[src/sv/bresenham_line_pixel_writer_assert.svh]
// Assertion macros shared by the line writer modules.
`ifndef BRESENHAM_LINE_PIXEL_WRITER_ASSERT_SVH
`define BRESENHAM_LINE_PIXEL_WRITER_ASSERT_SVH

// Same-cycle implication, masked while reset is held.
`define BPW_ASSERT_NOW(lbl, clk, rst_n, ante, cons) \
    lbl: assert property (@(posedge clk) disable iff (!rst_n) (ante) |-> (cons)) \
        else $error("bpw: %m check failed");

// Next-cycle implication, masked while reset is held.
`define BPW_ASSERT_NEXT(lbl, clk, rst_n, ante, cons) \
    lbl: assert property (@(posedge clk) disable iff (!rst_n) (ante) |=> (cons)) \
        else $error("bpw: %m check failed");

`endif

[src/sv/bpw_pkg.sv]
// Types, constants and helpers for the Bresenham line pixel writer.
`timescale 1ns / 1ps
`default_nettype none
package bpw_pkg;

    localparam int FIELD_W      = 16;   // coordinate and size field width
    localparam int COLOUR_W     = 8;
    localparam int ADDR_W       = 34;
    localparam int PITCH_W      = 18;   // row pitch in bytes, padded to four
    localparam int X3_W         = 18;   // three bytes per pixel times x
    localparam int CFG_IDX_W    = 8;
    localparam int COORD_BITS_D = 16;
    localparam int QUEUE_DEPTH  = 4;

    // Register indexes
    localparam logic [CFG_IDX_W-1:0] REG_IMAGE_WIDTH  = CFG_IDX_W'(0);
    localparam logic [CFG_IDX_W-1:0] REG_IMAGE_HEIGHT = CFG_IDX_W'(1);

    // Input actions
    localparam logic ACT_START = 1'b0;
    localparam logic ACT_STEP  = 1'b1;

    localparam logic [FIELD_W-1:0] WIDTH_RESET  = FIELD_W'(640);
    localparam logic [FIELD_W-1:0] HEIGHT_RESET = FIELD_W'(480);

    // One pixel on its way from the walker to the address stage
    typedef struct packed {
        logic [FIELD_W-1:0]  x;
        logic [FIELD_W-1:0]  y;
        logic [COLOUR_W-1:0] red;
        logic [COLOUR_W-1:0] green;
        logic [COLOUR_W-1:0] blue;
        logic                last;
    } t_pix;

    // Row pitch: 3*w bytes rounded up to a multiple of four
    function automatic logic [PITCH_W-1:0] pitch_of(input logic [FIELD_W-1:0] w);
        logic [PITCH_W-1:0] t;
        t = PITCH_W'({w, 1'b0}) + PITCH_W'(w) + PITCH_W'(3);
        return {t[PITCH_W-1:2], 2'b00};
    endfunction

    localparam logic [PITCH_W-1:0] PITCH_RESET = pitch_of(WIDTH_RESET);

endpackage
`default_nettype wire

[src/sv/bpw_front.sv]
// Front end: takes words, keeps the Bresenham walk state and emits pixels.
`timescale 1ns / 1ps
`default_nettype none
`include "bresenham_line_pixel_writer_assert.svh"
module bpw_front
    import bpw_pkg::*;
#(
    parameter int COORD_BITS = COORD_BITS_D
) (
    input  wire logic                i_clk,
    input  wire logic                i_rst_n,
    input  wire logic                i_valid,
    output logic                     o_stall,
    input  wire logic                i_action,
    input  wire logic [FIELD_W-1:0]  i_start_x,
    input  wire logic [FIELD_W-1:0]  i_start_y,
    input  wire logic [FIELD_W-1:0]  i_end_x,
    input  wire logic [FIELD_W-1:0]  i_end_y,
    input  wire logic [COLOUR_W-1:0] i_red,
    input  wire logic [COLOUR_W-1:0] i_green,
    input  wire logic [COLOUR_W-1:0] i_blue,
    input  wire logic                i_q_full,
    output logic                     o_push,
    output t_pix                     o_pix
);

    localparam int C  = COORD_BITS;
    localparam int DW = COORD_BITS + 1;   // signed deltas
    localparam int EW = COORD_BITS + 3;   // error term
    localparam int E2 = COORD_BITS + 4;   // doubled error term

    logic [C-1:0]          r_x, r_y, r_tx, r_ty;
    logic signed [DW-1:0]  r_dx, r_ndy;
    logic signed [EW-1:0]  r_err, r_sum;
    logic                  r_sxn, r_syn;
    logic [COLOUR_W-1:0]   r_red, r_green, r_blue;
    logic                  r_active;

    logic [C-1:0]          n_x, n_y, n_tx, n_ty;
    logic signed [DW-1:0]  n_dx, n_ndy;
    logic signed [EW-1:0]  n_err, n_sum;
    logic                  n_sxn, n_syn, n_active;

    logic                  acc, start, last;
    logic [C-1:0]          x0, y0, x1, y1, dxm, dym;
    logic signed [E2-1:0]  e2;
    logic                  mv_x, mv_y;

    assign o_stall = i_q_full;
    assign acc     = i_valid && !i_q_full;
    assign start   = (i_action == ACT_START);

    assign x0 = i_start_x[C-1:0];
    assign y0 = i_start_y[C-1:0];
    assign x1 = i_end_x[C-1:0];
    assign y1 = i_end_y[C-1:0];
    assign dxm = (x1 >= x0) ? x1 - x0 : x0 - x1;
    assign dym = (y1 >= y0) ? y1 - y0 : y0 - y1;

    // Step decision from the doubled error term
    assign e2   = $signed({r_err, 1'b0});
    assign mv_x = (e2 >= E2'(r_ndy));
    assign mv_y = (e2 <= E2'(r_dx));

    // Next walk state
    always_comb begin
        n_x   = r_x;
        n_y   = r_y;
        n_tx  = r_tx;
        n_ty  = r_ty;
        n_dx  = r_dx;
        n_ndy = r_ndy;
        n_sxn = r_sxn;
        n_syn = r_syn;
        n_err = r_err;
        n_sum = r_sum;
        if (start) begin
            n_x   = x0;
            n_y   = y0;
            n_tx  = x1;
            n_ty  = y1;
            n_dx  = $signed({1'b0, dxm});
            n_ndy = -$signed({1'b0, dym});
            n_sxn = !(x0 < x1);
            n_syn = !(y0 < y1);
            n_sum = EW'(n_dx) + EW'(n_ndy);
            n_err = n_sum;
        end else begin
            if (mv_x) begin
                n_x = r_sxn ? r_x - C'(1) : r_x + C'(1);
            end
            if (mv_y) begin
                n_y = r_syn ? r_y - C'(1) : r_y + C'(1);
            end
            priority if (mv_x && mv_y) begin
                n_err = r_err + r_sum;
            end else if (mv_x) begin
                n_err = r_err + EW'(r_ndy);
            end else if (mv_y) begin
                n_err = r_err + EW'(r_dx);
            end
        end
    end

    assign last     = (n_x == n_tx) && (n_y == n_ty);
    assign o_push   = acc && (start || r_active);
    assign n_active = start ? !last : (r_active && !last);

    // Pixel word for the queue
    always_comb begin
        o_pix.x     = FIELD_W'(n_x);
        o_pix.y     = FIELD_W'(n_y);
        o_pix.red   = start ? i_red : r_red;
        o_pix.green = start ? i_green : r_green;
        o_pix.blue  = start ? i_blue : r_blue;
        o_pix.last  = last;
    end

    // Walk state registers
    always_ff @(posedge i_clk) begin
        if (!i_rst_n) begin
            r_active <= 1'b0;
            r_x      <= '0;
            r_y      <= '0;
            r_tx     <= '0;
            r_ty     <= '0;
            r_dx     <= '0;
            r_ndy    <= '0;
            r_sxn    <= 1'b0;
            r_syn    <= 1'b0;
            r_err    <= '0;
            r_sum    <= '0;
            r_red    <= '0;
            r_green  <= '0;
            r_blue   <= '0;
        end else if (o_push) begin
            r_active <= n_active;
            r_x      <= n_x;
            r_y      <= n_y;
            r_tx     <= n_tx;
            r_ty     <= n_ty;
            r_dx     <= n_dx;
            r_ndy    <= n_ndy;
            r_sxn    <= n_sxn;
            r_syn    <= n_syn;
            r_err    <= n_err;
            r_sum    <= n_sum;
            if (start) begin
                r_red   <= i_red;
                r_green <= i_green;
                r_blue  <= i_blue;
            end
        end
    end

    // An active line never rests on its final endpoint
    `BPW_ASSERT_NOW(a_active_off_target, i_clk, i_rst_n, r_active, (r_x != r_tx) || (r_y != r_ty))
    // The final pixel ends the line
    `BPW_ASSERT_NEXT(a_last_ends_line, i_clk, i_rst_n, o_push && last, !r_active)
    // A start between distinct endpoints leaves a line running
    `BPW_ASSERT_NEXT(a_start_opens_line, i_clk, i_rst_n, acc && start && ((x0 != x1) || (y0 != y1)), r_active)

endmodule
`default_nettype wire

[src/sv/bpw_queue.sv]
// Short pixel queue between the walker and the address stage.
`timescale 1ns / 1ps
`default_nettype none
`include "bresenham_line_pixel_writer_assert.svh"
module bpw_queue
    import bpw_pkg::*;
#(
    parameter int DEPTH = QUEUE_DEPTH
) (
    input  wire logic i_clk,
    input  wire logic i_rst_n,
    input  wire logic i_push,
    input  wire t_pix i_pix,
    input  wire logic i_pop,
    output logic      o_valid,
    output logic      o_full,
    output t_pix      o_pix
);

    localparam int PW = (DEPTH > 1) ? $clog2(DEPTH) : 1;
    localparam int CW = $clog2(DEPTH + 1);

    t_pix            r_mem [DEPTH];
    logic [PW-1:0]   r_wr, r_rd;
    logic [CW-1:0]   r_cnt;
    logic            push, pop;

    assign o_valid = (r_cnt != '0);
    assign o_full  = (r_cnt == CW'(DEPTH));
    assign push    = i_push && !o_full;
    assign pop     = i_pop && o_valid;
    assign o_pix   = r_mem[r_rd];

    // Entry storage
    always_ff @(posedge i_clk) begin
        if (push) begin
            r_mem[r_wr] <= i_pix;
        end
    end

    // Pointers and fill count
    always_ff @(posedge i_clk) begin
        if (!i_rst_n) begin
            r_wr  <= '0;
            r_rd  <= '0;
            r_cnt <= '0;
        end else begin
            if (push) begin
                r_wr <= (r_wr == PW'(DEPTH - 1)) ? '0 : r_wr + PW'(1);
            end
            if (pop) begin
                r_rd <= (r_rd == PW'(DEPTH - 1)) ? '0 : r_rd + PW'(1);
            end
            unique case ({push, pop})
                2'b10:   r_cnt <= r_cnt + CW'(1);
                2'b01:   r_cnt <= r_cnt - CW'(1);
                default: r_cnt <= r_cnt;
            endcase
        end
    end

    `BPW_ASSERT_NOW(a_cnt_bound, i_clk, i_rst_n, 1'b1, r_cnt <= CW'(DEPTH))
    `BPW_ASSERT_NEXT(a_drain_empty, i_clk, i_rst_n, pop && !push && (r_cnt == CW'(1)), !o_valid)
    `BPW_ASSERT_NEXT(a_fill_grows, i_clk, i_rst_n, push && !pop, r_cnt == $past(r_cnt) + CW'(1))

endmodule
`default_nettype wire

[src/sv/bpw_back.sv]
// Back end: frame geometry registers and the two-stage byte address pipe.
`timescale 1ns / 1ps
`default_nettype none
module bpw_back
    import bpw_pkg::*;
(
    input  wire logic                 i_clk,
    input  wire logic                 i_rst_n,
    input  wire logic                 i_cfg_we,
    input  wire logic [CFG_IDX_W-1:0] i_cfg_index,
    input  wire logic [FIELD_W-1:0]   i_cfg_data,
    input  wire logic                 i_q_valid,
    input  wire t_pix                 i_pix,
    output logic                      o_pop,
    output logic                      o_valid,
    input  wire logic                 i_stall,
    output logic [ADDR_W-1:0]         o_byte_address,
    output logic                      o_in_bounds,
    output logic [FIELD_W-1:0]        o_pixel_x,
    output logic [FIELD_W-1:0]        o_pixel_y,
    output logic [COLOUR_W-1:0]       o_out_red,
    output logic [COLOUR_W-1:0]       o_out_green,
    output logic [COLOUR_W-1:0]       o_out_blue,
    output logic                      o_last
);

    logic [FIELD_W-1:0] r_width, r_height;
    logic [PITCH_W-1:0] r_pitch;

    logic               r_s1_valid, r_s1_in;
    logic [ADDR_W-1:0]  r_s1_prod;
    logic [X3_W-1:0]    r_s1_x3;
    t_pix               r_s1_pix;
    logic               r_s2_valid;

    logic               en1, en2, inb;
    logic [FIELD_W-1:0] row;
    logic [ADDR_W-1:0]  prod;
    logic [X3_W-1:0]    x3;

    // Geometry registers; pitch follows the width
    always_ff @(posedge i_clk) begin
        if (!i_rst_n) begin
            r_width  <= WIDTH_RESET;
            r_height <= HEIGHT_RESET;
            r_pitch  <= PITCH_RESET;
        end else if (i_cfg_we) begin
            if (i_cfg_index == REG_IMAGE_WIDTH) begin
                r_width <= i_cfg_data;
                r_pitch <= pitch_of(i_cfg_data);
            end
            if (i_cfg_index == REG_IMAGE_HEIGHT) begin
                r_height <= i_cfg_data;
            end
        end
    end

    // Stage enables: each stage moves when the one after it has room
    assign en2   = !r_s2_valid || !i_stall;
    assign en1   = !r_s1_valid || en2;
    assign o_pop = i_q_valid && en1;

    // Stage one: bounds, flipped row, the row product and the column byte offset
    assign inb  = (i_pix.x < r_width) && (i_pix.y < r_height);
    assign row  = r_height - FIELD_W'(1) - i_pix.y;
    assign prod = r_pitch * row;
    assign x3   = X3_W'({i_pix.x, 1'b0}) + X3_W'(i_pix.x);

    always_ff @(posedge i_clk) begin
        if (!i_rst_n) begin
            r_s1_valid <= 1'b0;
        end else if (en1) begin
            r_s1_valid <= i_q_valid;
        end
    end

    always_ff @(posedge i_clk) begin
        if (o_pop) begin
            r_s1_in   <= inb;
            r_s1_prod <= prod;
            r_s1_x3   <= x3;
            r_s1_pix  <= i_pix;
        end
    end

    // Stage two: column offset added, result word held for the sink
    always_ff @(posedge i_clk) begin
        if (!i_rst_n) begin
            r_s2_valid <= 1'b0;
        end else if (en2) begin
            r_s2_valid <= r_s1_valid;
        end
    end

    always_ff @(posedge i_clk) begin
        if (en2 && r_s1_valid) begin
            o_byte_address <= r_s1_in ? r_s1_prod + ADDR_W'(r_s1_x3) : '0;
            o_in_bounds    <= r_s1_in;
            o_pixel_x      <= r_s1_pix.x;
            o_pixel_y      <= r_s1_pix.y;
            o_out_red      <= r_s1_pix.red;
            o_out_green    <= r_s1_pix.green;
            o_out_blue     <= r_s1_pix.blue;
            o_last         <= r_s1_pix.last;
        end
    end

    assign o_valid = r_s2_valid;

endmodule
`default_nettype wire

[src/sv/bresenham_line_pixel_writer.sv]
// Top level of the Bresenham line pixel writer.
`timescale 1ns / 1ps
`default_nettype none
// One input word per clock while o_stall is low, one pixel word per clock
// while i_stall is low. A start word loads the endpoints and colour and
// yields the first pixel; each step word yields the next pixel, the final
// endpoint carrying o_last; a step with no line running yields nothing.
// The walker updates its error term with a single add per word; the address
// stage registers the 18x16 pitch-by-row product, then adds the column offset.
// A four-word queue sits between walker and address stage, so input stays
// open while the output is held off, until it fills.
// Geometry registers: 0 image width, 1 image height (reset 640 x 480); write
// them only while no pixel is in flight. Out-of-image pixels are delivered
// with o_in_bounds low and a zero address.
module bresenham_line_pixel_writer
    import bpw_pkg::*;
#(
    parameter int COORD_BITS = COORD_BITS_D
) (
    input  wire logic                 i_clk,
    input  wire logic                 i_rst_n,
    input  wire logic                 i_cfg_we,
    input  wire logic [CFG_IDX_W-1:0] i_cfg_index,
    input  wire logic [FIELD_W-1:0]   i_cfg_data,
    input  wire logic                 i_valid,
    output logic                      o_stall,
    input  wire logic                 i_action,
    input  wire logic [FIELD_W-1:0]   i_start_x,
    input  wire logic [FIELD_W-1:0]   i_start_y,
    input  wire logic [FIELD_W-1:0]   i_end_x,
    input  wire logic [FIELD_W-1:0]   i_end_y,
    input  wire logic [COLOUR_W-1:0]  i_red,
    input  wire logic [COLOUR_W-1:0]  i_green,
    input  wire logic [COLOUR_W-1:0]  i_blue,
    output logic                      o_valid,
    input  wire logic                 i_stall,
    output logic [ADDR_W-1:0]         o_byte_address,
    output logic                      o_in_bounds,
    output logic [FIELD_W-1:0]        o_pixel_x,
    output logic [FIELD_W-1:0]        o_pixel_y,
    output logic [COLOUR_W-1:0]       o_out_red,
    output logic [COLOUR_W-1:0]       o_out_green,
    output logic [COLOUR_W-1:0]       o_out_blue,
    output logic                      o_last
);

    logic q_full, q_valid, push, pop;
    t_pix push_pix, pop_pix;

    // Walker
    bpw_front #(
        .COORD_BITS (COORD_BITS)
    ) u_front (
        .i_clk     (i_clk),
        .i_rst_n   (i_rst_n),
        .i_valid   (i_valid),
        .o_stall   (o_stall),
        .i_action  (i_action),
        .i_start_x (i_start_x),
        .i_start_y (i_start_y),
        .i_end_x   (i_end_x),
        .i_end_y   (i_end_y),
        .i_red     (i_red),
        .i_green   (i_green),
        .i_blue    (i_blue),
        .i_q_full  (q_full),
        .o_push    (push),
        .o_pix     (push_pix)
    );

    // Decoupling queue
    bpw_queue #(
        .DEPTH (QUEUE_DEPTH)
    ) u_queue (
        .i_clk   (i_clk),
        .i_rst_n (i_rst_n),
        .i_push  (push),
        .i_pix   (push_pix),
        .i_pop   (pop),
        .o_valid (q_valid),
        .o_full  (q_full),
        .o_pix   (pop_pix)
    );

    // Address stage
    bpw_back u_back (
        .i_clk          (i_clk),
        .i_rst_n        (i_rst_n),
        .i_cfg_we       (i_cfg_we),
        .i_cfg_index    (i_cfg_index),
        .i_cfg_data     (i_cfg_data),
        .i_q_valid      (q_valid),
        .i_pix          (pop_pix),
        .o_pop          (pop),
        .o_valid        (o_valid),
        .i_stall        (i_stall),
        .o_byte_address (o_byte_address),
        .o_in_bounds    (o_in_bounds),
        .o_pixel_x      (o_pixel_x),
        .o_pixel_y      (o_pixel_y),
        .o_out_red      (o_out_red),
        .o_out_green    (o_out_green),
        .o_out_blue     (o_out_blue),
        .o_last         (o_last)
    );

endmodule
`default_nettype wire
[config.mk]
export PLATFORM = sky130hd
export DESIGN_NAME = bresenham_line_pixel_writer
export DESIGN_NICKNAME = d
export VERILOG_FILES = /design/src/sv/bpw_pkg.sv /design/src/sv/bpw_front.sv /design/src/sv/bpw_queue.sv /design/src/sv/bpw_back.sv /design/src/sv/bresenham_line_pixel_writer.sv
export VERILOG_INCLUDE_DIRS = /design/src /design/src/sv
export SDC_FILE = /design/constraint.sdc
export NUM_CORES = 2
export LEC_CHECK = 0
export ABC_AREA = 1
export BUFFER_PORTS_ARGS = -buffer_cell sky130_fd_sc_hd__buf_2
export CAP_MARGIN = 15
export CELL_PAD_IN_SITES_DETAIL_PLACEMENT = 1
export CELL_PAD_IN_SITES_GLOBAL_PLACEMENT = 2
export CORE_ASPECT_RATIO = 0.9
export CORE_MARGIN = 2
export CORE_UTILIZATION = 39
export CTS_CLUSTER_DIAMETER = 150
export DETAILED_ROUTE_END_ITERATION = 10
export PLACE_DENSITY = 0.83
export SKIP_CTS_REPAIR_TIMING = 1
export SYNTH_ARGS = -nofsm -noshare
export SYNTH_HDL_FRONTEND = slang
export SYNTH_SLANG_ARGS = --single-unit
[constraint.sdc]
create_clock -name i_clk -period 11.5 [get_ports i_clk]
set_input_delay 1.15 -clock i_clk [delete_from_list [all_inputs] [get_ports i_clk]]
set_output_delay 1.15 -clock i_clk [all_outputs]
set_load 0.05 [all_outputs]
==> metrics <==
Clock Sinks=about 650; final hold violations=0; Reg2Reg Setup Slack=2.13 ns; minimum clock period=9.375 ns; CP Launch Type=flop; drt wl/cell=21.35 um; EDFF count, synth=427; GRT overflow=0; Crit-path slowest cell=fa_1; CTS buffer count=75; Fill cells=between 10000 and 15000; detailed-router iteration count before antenna repair=6; Initial Util=0.3917; RSZ-0062 raised after global routing=no; WL final=149900 um; status=complete, no violations; clock-pin slew on the worst setup and hold paths=0.06 ns; Final TNS setup=0 ns; fraction of synthesized cell area taken by the top area cell type=0.2857; Row Count=118; synthesized cell area=44880 um2; RD Place Congestion=0.8996; syn_nets=6003; largest area contributor in the netlist=edfxtp_1; Mean Syn Cell Area=8.471 um2; DRC=0; TritonCTS clock tree=yes; initial drt markers=2634; post-DP HPWL=115100 um; WP data required=11.91 ns; fin nets=between 6000 and 7000; Synthesis Warnings=0; later-pin clock latency in the skew report=0.68 ns; maxcap violations=0; fmax=between 0.1 and 0.15 GHz; Die X=361.6 um; commonest non-fill, non-tap cells in the layout=nand2_1, inv_1, a21oi_1; CTS H-tree depth=3; Post-Route Skew=0.03828 ns; FFs w/ async S/R, synth=0; FF-to-FF path depth=37; area of the multi-input gates=between 20000 and 25000 um2; gr usage total=0.2532; antenna violations before repair=16; flops & latches, synth=647; Ports=212; layout cells sized above 1=0.08558; number of global-route vias before repair=38560; Critical Path End Type=flop; commonest non-fill, non-tap cell in the layout=nand2_1; worst hold endpoint=u_back.o_out_red[0]; Final WS setup=around 2.1 ns; leading post-synthesis cells by cell area=edfxtp_1, ha_1, dfxtp_1, fa_1, nand2_1; drt via density=5.296; clock root buffer master=clkbuf_16; first-pass GRT wire length=230200 um; Syn Inst Count=5298; die footprint=117800 um2; worst setup path class=flop to flop; hold path start=u_back.r_s1_pix[17]; Hold WC Path Type=flop to flop; setup slack at placement=around 2.2 ns; core area=114600 um2; max incr delay on CP=0.56 ns; largest net degree at the start of global routing=84; worst slew pin tran=1.166 ns; Post-DRT Antenna Nets=0; Slew headroom=0.2226; Worst Hold Depth=0; port bufs=~210; sequential share of the synthesized area=0.3839; Clock Path Buffers=3; Main synth FF type=edfxtp_1; final setup vio count=0; r2r endpoint=u_back.r_s1_prod[30]; synth unique cells=66; Area growth syn-to-layout=11.49%; Crit Path Max Fanout=40; CP Data Arrival Time=9.79 ns; Die H=~330 um; vias=37170; FF/Latch Area=17230 um2; Final period util=0.8152; Slew Viols, Final=0
cell families after synthesis:
kind of cell / count (synthesis) / share of synthesized area
AND/OR/NAND/NOR: 1724 / 0.1601
AO/OA/AOI/OAI: 1126 / 0.1377
buffers and inverters: 1063 / 0.09055
flip-flops: 647 / 0.3839
adder cells (fa/ha/maj): 587 / 0.1981
XOR/XNOR: 148 / 0.02905
multiplexers: 3 / 0.0006691
sequential cells by signal (all words and copies together), names as in the netlist, 16 cells and up, named ones only:
register               count
u_back.r_s1_prod          32
u_back.r_s1_x3            17
u_front.r_err             19
u_front.r_x               16
u_front.r_ndy             17
u_back.o_pixel_x          16
u_back.o_byte_address     34
u_back.r_width            16
u_front.r_y               16
u_back.r_height           16
u_front.r_sum             18
u_back.r_pitch            16
u_back.r_s1_pix           57
u_front.r_ty              16
u_front.r_dx              16
u_back.o_pixel_y          16
u_queue.r_mem            228
u_front.r_tx              16
how the worst max path moves through the flow:
stage | end | slack, ns | cells past startpoint
after CTS | u_back.r_s1_prod[30] | 2.20 | 38
final | u_back.r_s1_prod[30] | 2.13 | 37
after global placement | u_back.r_s1_prod[30] | 2.51 | 37
after floorplan | u_back.r_s1_prod[30] | 3.24 | 40
after detailed placement | u_back.r_s1_prod[30] | 2.24 | 38
after global routing | u_back.r_s1_prod[31] | 1.62 | 38
critical path, delay by kind of cell (launching register included):
kind	cells	cell delay, ns
AO/OA/AOI/OAI	14	2.82
AND/OR/NAND/NOR	6	0.82
buffers and inverters	8	1.36
flip-flops	1	0.31
XOR/XNOR	1	0.08
adder cells (fa/ha/maj)	8	3.70
per-layer routing:
| layer | routed length, um | track usage |
|---|---|---|
| met2 | 69900 | 0.4227 |
| met3 | 7058 | 0.03177 |
| met4 | 3330 | 0.05752 |
| met5 | 42 | 0 |
| met1 | 69520 | 0.3506 |
Yosys cell counts (5+ instances only):
master	count
a211oi_1	12
a21boi_0	7
a21o_1	9
a21oi_1	461
a21oi_2	7
a221oi_1	14
a31oi_1	18
a32oi_1	18
and2_1	5
buf_1	12
buf_2	12
buf_4	8
clkbuf_1	138
clkinv_1	8
dfxtp_1	220
edfxtp_1	427
fa_1	206
ha_1	381
inv_1	870
inv_2	11
nand2_1	1000
nand2_2	12
nand3_1	194
nand3_2	9
nand3b_1	7
nand4_1	45
nor2_1	379
nor2_2	6
nor3_1	27
o211ai_1	30
o21a_1	15
o21ai_0	433
o21ai_1	22
o21bai_1	15
o221ai_1	7
o22ai_1	40
or2_2	20
xnor2_1	40
xor2_1	107
through the flow:
step / hold slack [ns] / std cells / area, um2 / util
CTS: 0.4155 / 7015 / 50030 / 0.4367
floorplan: 0.4003 / 5298 / 44880 / -
global route: 0.4179 / 7015 / 50030 / 0.4367
detailed placement: 0.4052 / 6877 / 47470 / 0.4144
finish: 0.4113 / 7018 / 50040 / 0.4367
global placement: 0.4035 / 6877 / 47470 / 0.4144
layout make-up:
| type | instances | share of cell area |
|---|---|---|
| multi-input combinational | 3588 | 0.4726 |
| sequential | 647 | 0.3444 |
| inverter | 890 | 0.06694 |
| clock buffer | 92 | 0.04019 |
| tap | 1500 | 0.03751 |
| timing repair buffer | 252 | 0.02736 |
| clock inverter | 46 | 0.01085 |
| antenna | 3 | 0.0001500 |
Power is not shown: default switching activity piles up to over one toggle a cycle in this logic, so the estimate is an artifact.
